## src/hw/rtl/als_pkg.sv

```systemverilog
package als_pkg;

  // qubit fields carried by one item, one lane each
  localparam int FIELD_QUBITS = 4;
  localparam int SLOT_W       = $clog2(FIELD_QUBITS);
  localparam int COUNT_W      = 3;
  localparam int QUBIT_W      = 6;
  localparam int TARGET_W     = 12;
  localparam int TOTAL_W      = 13;

  typedef struct packed {
    logic               start_circuit;
    logic [COUNT_W-1:0] used_qubits;
    logic [QUBIT_W-1:0] qubit_0;
    logic [QUBIT_W-1:0] qubit_1;
    logic [QUBIT_W-1:0] qubit_2;
    logic [QUBIT_W-1:0] qubit_3;
  } in_item_t;

  typedef struct packed {
    logic [TARGET_W-1:0] placed_layer;
    logic [TOTAL_W-1:0]  layer_total;
    logic                layer_overflow;
  } out_item_t;

endpackage

```

## src/hw/rtl/als_if.sv

```systemverilog
interface als_in_if;
  import als_pkg::*;
  logic     valid;
  logic     ready;
  in_item_t data;
  modport source (output valid, output data, input ready);
  modport sink   (input valid, input data, output ready);
endinterface

interface als_out_if;
  import als_pkg::*;
  logic      valid;
  logic      ready;
  out_item_t data;
  modport source (output valid, output data, input ready);
  modport sink   (input valid, input data, output ready);
endinterface

```

## src/hw/rtl/als_lane.sv

```systemverilog
module als_lane #(
  parameter int QUBITS = 64,
  parameter int LW     = 13
) (
  input  logic                      clk,
  input  logic                      rst_n,
  input  logic                      rd_en,
  input  logic [$clog2(QUBITS)-1:0] rd_addr,
  input  logic                      rd_hit,
  input  logic                      wr_en,
  input  logic [$clog2(QUBITS)-1:0] wr_addr,
  input  logic [LW-1:0]             wr_data,
  output logic [LW-1:0]             rd_data
);

  // private copy of the last-use table, written with every update
  logic [LW-1:0] mem [QUBITS];
  logic [LW-1:0] rdata_r;
  logic          hit_r;

  always_ff @(posedge clk) begin
    if (wr_en) begin
      mem[wr_addr] <= wr_data;
    end
    if (rd_en) begin
      rdata_r <= mem[rd_addr];
    end
  end

  always_ff @(posedge clk) begin
    if (!rst_n) begin
      hit_r <= 1'b0;
    end else if (rd_en) begin
      hit_r <= rd_hit;
    end
  end

  // entries not valid or slots not used read as unused
  assign rd_data = hit_r ? rdata_r : '0;

endmodule

```

## src/hw/rtl/als_merge.sv

```systemverilog
module als_merge #(
  parameter int LANES     = 4,
  parameter int LW        = 13,
  parameter int TOP_LAYER = 4095
) (
  input  logic [LW-1:0] lane_val [LANES],
  output logic [LW-1:0] target,
  output logic          overflow
);

  localparam logic [LW-1:0] TOP = LW'(TOP_LAYER);

  logic [LW-1:0] max_v;

  always_comb begin
    max_v = '0;
    for (int k = 0; k < LANES; k++) begin
      if (lane_val[k] > max_v) begin
        max_v = lane_val[k];
      end
    end
    // clip at the last layer
    if (max_v > TOP) begin
      target   = TOP;
      overflow = 1'b1;
    end else begin
      target   = max_v;
      overflow = 1'b0;
    end
  end

endmodule

```

## src/hw/rtl/asap_layer_scheduler.sv

```systemverilog
// asap layer scheduler
// in_ch carries one circuit operation per item: a start flag, a qubit count
// and four qubit indices. out_ch returns one result per item: the layer the
// operation goes into, the running layer count and a saturation flag.
// both channels move an item on a clock edge with valid and ready high.
// each of the four lanes holds its own copy of the per-qubit last-use table
// and looks up one qubit; a merge stage takes the maximum and clips it.
// timing: the item is accepted in idle and the lanes read in that same cycle;
// the merge state registers the clipped maximum, then the write state
// broadcasts the new last-use value slot by slot over the four slots (one
// table write port per lane), then the done state loads the result into the
// output register. no new item is accepted until that result is loaded.
// a result waiting in the output register does not block the next accept;
// a stalled receiver only holds the block in its final state.
// reset (synchronous, active low) clears all per-qubit valid bits and sets
// the layer count to one; a start flag in an item does the same at once.
module asap_layer_scheduler #(
  parameter int QUBITS        = 64,
  parameter int MAX_OP_QUBITS = 4,
  parameter int MAX_LAYERS    = 4096
) (
  input  logic       clk,
  input  logic       rst_n,
  als_in_if.sink     in_ch,
  als_out_if.source  out_ch
);
  import als_pkg::*;

  localparam int QW    = $clog2(QUBITS);
  localparam int LW    = $clog2(MAX_LAYERS + 1);
  localparam int LIMIT = (MAX_OP_QUBITS < FIELD_QUBITS) ? MAX_OP_QUBITS : FIELD_QUBITS;
  localparam logic [COUNT_W-1:0] LIMIT_C = COUNT_W'(LIMIT);
  localparam logic [SLOT_W-1:0]  LAST_SLOT = SLOT_W'(FIELD_QUBITS - 1);

  typedef enum logic [1:0] {
    S_IDLE,
    S_MERGE,
    S_WRITE,
    S_DONE
  } state_t;

  state_t              state_r;
  logic [QUBITS-1:0]   vld_r;
  logic [QW-1:0]       q_r   [FIELD_QUBITS];
  logic [FIELD_QUBITS-1:0] use_r;
  logic [SLOT_W-1:0]   wslot_r;
  logic [LW-1:0]       target_r;
  logic                ovf_r;
  logic [LW-1:0]       total_r;
  logic                out_valid_r;
  out_item_t           out_data_r;

  logic                acc;
  logic [COUNT_W-1:0]  cnt;
  logic [QUBIT_W-1:0]  qin   [FIELD_QUBITS];
  logic [QW-1:0]       qa    [FIELD_QUBITS];
  logic [FIELD_QUBITS-1:0] use_in;
  logic [FIELD_QUBITS-1:0] hit_in;
  logic [LW-1:0]       lane_val [FIELD_QUBITS];
  logic [LW-1:0]       mrg_target;
  logic                mrg_ovf;
  logic                wr_en;
  logic [QW-1:0]       wr_addr;
  logic [LW-1:0]       wr_data;
  logic [LW-1:0]       next_total;

  assign in_ch.ready  = (state_r == S_IDLE);
  assign acc          = in_ch.valid && in_ch.ready;
  assign out_ch.valid = out_valid_r;
  assign out_ch.data  = out_data_r;

  // slot decode: count saturation, range check, valid-bit lookup
  always_comb begin
    qin[0] = in_ch.data.qubit_0;
    qin[1] = in_ch.data.qubit_1;
    qin[2] = in_ch.data.qubit_2;
    qin[3] = in_ch.data.qubit_3;
    cnt = (in_ch.data.used_qubits > LIMIT_C) ? LIMIT_C : in_ch.data.used_qubits;
    for (int k = 0; k < FIELD_QUBITS; k++) begin
      qa[k]     = QW'(qin[k]);
      use_in[k] = (COUNT_W'(k) < cnt) && (int'(qin[k]) < QUBITS);
      // a start flag hides every old entry
      hit_in[k] = use_in[k] && !in_ch.data.start_circuit && vld_r[qa[k]];
    end
  end

  // table write broadcast, one slot per cycle
  assign wr_en      = (state_r == S_WRITE) && use_r[wslot_r];
  assign wr_addr    = q_r[wslot_r];
  assign wr_data    = target_r + LW'(1);
  assign next_total = mrg_target + LW'(1);

  for (genvar g = 0; g < FIELD_QUBITS; g++) begin : g_lane
    als_lane #(
      .QUBITS (QUBITS),
      .LW     (LW)
    ) u_lane (
      .clk     (clk),
      .rst_n   (rst_n),
      .rd_en   (acc),
      .rd_addr (qa[g]),
      .rd_hit  (hit_in[g]),
      .wr_en   (wr_en),
      .wr_addr (wr_addr),
      .wr_data (wr_data),
      .rd_data (lane_val[g])
    );
  end

  als_merge #(
    .LANES     (FIELD_QUBITS),
    .LW        (LW),
    .TOP_LAYER (MAX_LAYERS - 1)
  ) u_merge (
    .lane_val (lane_val),
    .target   (mrg_target),
    .overflow (mrg_ovf)
  );

  always_ff @(posedge clk) begin
    if (!rst_n) begin
      state_r     <= S_IDLE;
      vld_r       <= '0;
      wslot_r     <= '0;
      total_r     <= LW'(1);
      out_valid_r <= 1'b0;
    end else begin
      // result taken by the receiver, unless a new one is loaded this cycle
      if (out_valid_r && out_ch.ready && (state_r != S_DONE)) begin
        out_valid_r <= 1'b0;
      end
      case (state_r)
        S_IDLE: begin
          if (acc) begin
            for (int k = 0; k < FIELD_QUBITS; k++) begin
              q_r[k] <= qa[k];
            end
            use_r <= use_in;
            if (in_ch.data.start_circuit) begin
              vld_r   <= '0;
              total_r <= LW'(1);
            end
            state_r <= S_MERGE;
          end
        end
        S_MERGE: begin
          target_r <= mrg_target;
          ovf_r    <= mrg_ovf;
          if (next_total > total_r) begin
            total_r <= next_total;
          end
          wslot_r <= '0;
          state_r <= S_WRITE;
        end
        S_WRITE: begin
          if (wr_en) begin
            vld_r[wr_addr] <= 1'b1;
          end
          wslot_r <= wslot_r + SLOT_W'(1);
          if (wslot_r == LAST_SLOT) begin
            state_r <= S_DONE;
          end
        end
        S_DONE: begin
          // output register free or being emptied this cycle
          if (!out_valid_r || out_ch.ready) begin
            out_valid_r                <= 1'b1;
            out_data_r.placed_layer    <= TARGET_W'(target_r);
            out_data_r.layer_total     <= TOTAL_W'(total_r);
            out_data_r.layer_overflow  <= ovf_r;
            state_r                    <= S_IDLE;
          end
        end
        default: begin
          state_r <= S_IDLE;
        end
      endcase
    end
  end

  // layer count always covers the layer just chosen
  a_total_covers: assert property (@(posedge clk) disable iff (!rst_n)
    (state_r == S_MERGE) |=> (total_r > target_r))
    else $error("layer count below chosen layer");

  // a table write marks its qubit as used
  a_write_sets_valid: assert property (@(posedge clk) disable iff (!rst_n)
    wr_en |=> vld_r[$past(wr_addr)])
    else $error("written qubit not marked valid");

  // start flag restarts the layer count
  a_start_resets: assert property (@(posedge clk) disable iff (!rst_n)
    (acc && in_ch.data.start_circuit) |=> (total_r == LW'(1)))
    else $error("start did not reset layer count");

  // no accept while an item is in flight
  a_one_item: assert property (@(posedge clk) disable iff (!rst_n)
    acc |=> !in_ch.ready)
    else $error("accept while busy");

endmodule

```

## src/flat_wrapper.sv

```systemverilog
// flat-port wrapper written by rule: the top's interface ports become plain ports
module asap_layer_scheduler_flat import als_pkg::*;
#(
  parameter int QUBITS        = 64,
  parameter int MAX_OP_QUBITS = 4,
  parameter int MAX_LAYERS    = 4096
)
  (clk, rst_n, in_ch_valid, in_ch_data, in_ch_ready, out_ch_valid, out_ch_data, out_ch_ready);
  als_in_if in_ch_i ();
  als_out_if out_ch_i ();
  input  logic clk;
  input  logic rst_n;
  input wire logic [$bits(in_ch_i.valid)-1:0] in_ch_valid;
  input wire logic [$bits(in_ch_i.data)-1:0] in_ch_data;
  output wire logic [$bits(in_ch_i.ready)-1:0] in_ch_ready;
  output wire logic [$bits(out_ch_i.valid)-1:0] out_ch_valid;
  output wire logic [$bits(out_ch_i.data)-1:0] out_ch_data;
  input wire logic [$bits(out_ch_i.ready)-1:0] out_ch_ready;
  assign in_ch_i.valid = in_ch_valid;
  assign in_ch_i.data = in_ch_data;
  assign in_ch_ready = in_ch_i.ready;
  assign out_ch_valid = out_ch_i.valid;
  assign out_ch_data = out_ch_i.data;
  assign out_ch_i.ready = out_ch_ready;
  asap_layer_scheduler #(.QUBITS(QUBITS), .MAX_OP_QUBITS(MAX_OP_QUBITS), .MAX_LAYERS(MAX_LAYERS)) u_core (.clk(clk), .rst_n(rst_n), .in_ch(in_ch_i), .out_ch(out_ch_i));
endmodule
```

## config.mk

```make
export PLATFORM = sky130hd
export DESIGN_NAME = asap_layer_scheduler_flat
export DESIGN_NICKNAME = d
export VERILOG_FILES = /design/src/hw/rtl/als_pkg.sv /design/src/hw/rtl/als_if.sv /design/src/hw/rtl/als_lane.sv /design/src/hw/rtl/als_merge.sv /design/src/hw/rtl/asap_layer_scheduler.sv /design/src/flat_wrapper.sv
export SDC_FILE = /design/constraint.sdc
export NUM_CORES = 2
export LEC_CHECK = 0
export ABC_AREA = 0
export BUFFER_PORTS_ARGS = -buffer_cell sky130_fd_sc_hd__buf_2
export CORE_UTILIZATION = 60
export DETAILED_ROUTE_END_ITERATION = 8
export GPL_ROUTABILITY_DRIVEN = 1
export PLACE_DENSITY = 0.76
export SETUP_SLACK_MARGIN = 0.4
export SLEW_MARGIN = 20
export SYNTH_ARGS = -nofsm -noshare
export SYNTH_HDL_FRONTEND = slang
export SYNTH_SLANG_ARGS = --single-unit
```

## constraint.sdc

```tcl
create_clock -name clk -period 13.1 [get_ports clk]
set_input_delay 2.62 -clock clk [delete_from_list [all_inputs] [get_ports clk]]
set_output_delay 2.62 -clock clk [all_outputs]
set_load 0.005 [all_outputs]
```

==> impl_results.md <==
* Status: completed
* Number of remaining DRC errors at 0
* Setup_tns at 0 ns
* PortBufs at between 50 and 60
* RSZ-0062 raised after global routing: no
* Core outline area at 103000 um^2
* VDD IR max at roughly 0.15 mV
* Drt first pass iters at 8
* Antenna Nets Post-Route at 0
* Hold crit path type: flip-flop to flip-flop
* Max_cap viols at 0
* H-tree Lvls at 3
* Relative slew margins at 26.8%
* CP endpoint kind: flip-flop
* Register area at 30300 um^2
* CTS Sinks at 1040
* FFs w/ async S/R, synth at 0%
* Most common cell type on the critical path: ha_1
* Initial Utilization at 60.6%
* Die Ht at 325 um
* Total chip power at approximately 8.8 mW
* Hold Startpoint: u_core.ovf_r
* Most common cell after layout, fill and taps aside: mux4_2
* Filler instances at 6650
* Highest Clock Rate at 85.5 MHz
* Seq/Total Area, Yosys at just under 50%
* Top cell type's share of synthesized area at 45.6%
* Fin. Hold Viols at 0
* Startpoint types: flip-flop
* Slew @ Worst Pin at around 1.1 ns
* Post-CTS Setup Bufs at 0
* Ranking of synthesized cells by area: edfxtp_1 (46%), mux4_2 (43%), dfxtp_1 (2.8%)
* Fin crit share at approximately nine tenths
* Pwr dens at 129 nW/um^2
* First-pass GRT wire length at 298000 um
* Overall routing resource usage at 40.4%
* Non-filler cells, final at 4761
* Clk slew on worst S/H paths at roughly 0.06 ns
* Multi-input gate area at 31200 um^2
* Pin count of the biggest net entering global routing at 134
* CTS root buffer: clkbuf_16
* Reg2reg start: u_core.g_lane[0].u_lane.hit_r
* Synth Cell Area at 62700 um^2
* Flop and latch count out of synthesis at around 1000
* Worst-Skew Late Latency at about 0.74 ns
* Worst EP required at roughly 14 ns
* Slowest stage delay, CP at ~0.90 ns
* Chip Width at 325 um
* Final setup violating endpoints at 0
* Syn Inst Count at 3286
* CTS tree: built
* Post-synth EDFFs at 952
* Reg-to-reg slack, setup at roughly 1.4 ns
* Total number of yosys warnings at 0
* Crit path time final at roughly 12 ns
* Via Count at 40200
* Row count at roughly 120
* Iter 0 DRT Violations at between 7000 and 8000
* Share of layout cells above drive strength 1 at 46.8%
* Gpl congestion at 0.991
* Mapped Nets at ~3400
* Hold Path End: u_core.out_ch.data[0]
* Worst Path Max Fanout at 19
* Synth cell types at 78
* Die ar. at ~110000 um^2
* Total Wirelength at 208000 um
* Grt ovf at 0
* Slowest stage cell, crit path: or4_1
* WL/cell at roughly 44 um
* Hpwl dp at between 100000 and 150000 um
* Post-Route Skew at 0.0539 ns
* Syn avg cell area at 19.1 um^2
* Synthesis-to-finish area growth at 9.18%
* I/O Pins at 60
* Vias in the first global route at 39600
* Crit path DAT at 12.27 ns
* Lkg Pwr at 21.4 nW
* Slew Limit Fails at 0
* Reg2Reg Depth at 35
* Commonest non-fill, non-tap cells in the layout: mux4_2 (1183), edfxtp_1 (952), nor2_1 (166)
* Initial antenna violation count at 33
* Nets@finish at 3362
* Clock Tree Buf Depth at 3
* R2R Path End: u_core.total_r[9]
* Via density at 8.43
* Post-synth top area cell: edfxtp_1
* Hold path depth at 0
* Setup Crit Path Kind: flip-flop to flip-flop
* Dominant synthesized flop cell: edfxtp_1
* Placed insts at 4538
* Inserted Clock Buffers at ~110
* Worst Setup SP: u_core.g_lane[0].u_lane.hit_r
==> final cells by class <==
| cell class | count | area share, % |
|---|---|---|
| repair buffers | 173 | 1.92 |
| flip-flops and latches | 1040 | 44.3 |
| multi-input cells | 1906 | 45.5 |
| clock buffers | 128 | 4.23 |
| clock inverters | 83 | 1.18 |
| inverters | 39 | 0.216 |
| diodes | 12 | 0.0439 |
| well taps | 1380 | 2.52 |
==> state kept, by name (all words and copies together), names as in the netlist, named ones only <==
signal,cells
u_core.wslot_r,2
u_core.state_r,2
u_core.g_lane.u_lane.mem,832
u_core.total_r,13
u_core.ovf_r,1
u_core.g_lane.u_lane.hit_r,4
u_core.vld_r,64
u_core.g_lane.u_lane.rdata_r,52
u_core.q_r,24
u_core.out_ch.data,26
u_core.target_r,13
u_core.use_r,4
u_core.out_ch.valid,1
==> cell families after synthesis <==
kind of cell,share of synthesized area [%]
xor gates and xnor gates,0.196
DFF,48.4
other,0.00598
muxes,42.7
and+or+nand+nor,3.25
adders and majority gates,1.18
AOI/OAI and AO/OA,2.13
buffers and inverters,2.11
==> where the power goes <==
group,total [mW],switching (mW),internal [mW]
Sequential,3.98,0.0564,3.92
Clock,3.23,1.41,1.83
Combinational,1.60,1.04,0.556
==> worst max path at each step <==
stage                                   end  depth (start not counted)
after floorplan           u_core.total_r[9]                         42
after global placement    u_core.total_r[9]                         35
after detailed placement  u_core.total_r[9]                         35
after CTS                 u_core.total_r[9]                         35
after global routing      u_core.total_r[9]                         35
final                     u_core.total_r[9]                         35
==> cell usage after synthesis (3+ instances only) <==
library cell,number
edfxtp_1,952
o21a_1,7
o21ai_1,5
or2_2,3
a22oi_1,3
a31oi_1,12
buf_2,36
nand4_1,7
o21ai_0,14
nand2_1,103
ha_1,59
o41ai_1,5
mux4_2,1183
nor2b_1,17
a31o_2,3
clkbuf_1,196
or3_1,10
nor2_1,167
a32oi_1,6
a21boi_0,3
mux2i_1,3
buf_1,68
a22o_1,3
a21oi_1,86
o211ai_1,6
nor4_1,7
mux2_2,8
and3_1,11
o32ai_1,5
o31ai_1,12
dfxtp_1,88
nand3_1,27
and2_1,35
and4_1,4
xor2_1,5
inv_1,37
a311o_1,8
nor3_1,20
xnor2_1,9
nand2b_1,8
==> critical path: cells and delay by family (launching register included) <==
family | cells | cell delay [ns]
AND/OR/NAND/NOR | 14 | 4.26
multiplexers | 1 | 0.41
adder cells (fa/ha/maj) | 5 | 1.74
buffers and inverters | 2 | 0.38
flip-flops | 1 | 0.65
AO/OA/AOI/OAI | 13 | 4.05
==> metal layers <==
layer / GRT usage, % / up-vias / wire length, um
met1: 52.0 / 20700 / 65500
li1: - / 14700 / -
met4: 24.4 / 40 / 15700
met3: 14.1 / 808 / 31400
met5: 0.996 / - / 359
met2: 59.7 / 3871 / 95600
==> stage by stage <==
| step | util [%] | area [um^2] | hold WS, ns | setup WS [ns] |
|---|---|---|---|---|
| after floorplan | - | 62700 | 0.400 | 3.67 |
| after global placement | 62.5 | 64700 | 0.407 | 1.50 |
| after detailed placement | 62.5 | 64700 | 0.410 | 1.43 |
| after CTS | 66.1 | 68400 | 0.426 | 1.37 |
| after global routing | 66.1 | 68400 | 0.440 | 0.524 |
| final | 66.1 | 68400 | 0.426 | 1.40 |
==> timing repair <==
action | in CTS | in global routing
endpoints found under the setup margin | 0 | 1
resized for setup | 0 | 3
hold buffers | 0 | 0
No activity file was read; power rests on OpenSTA's default activity.
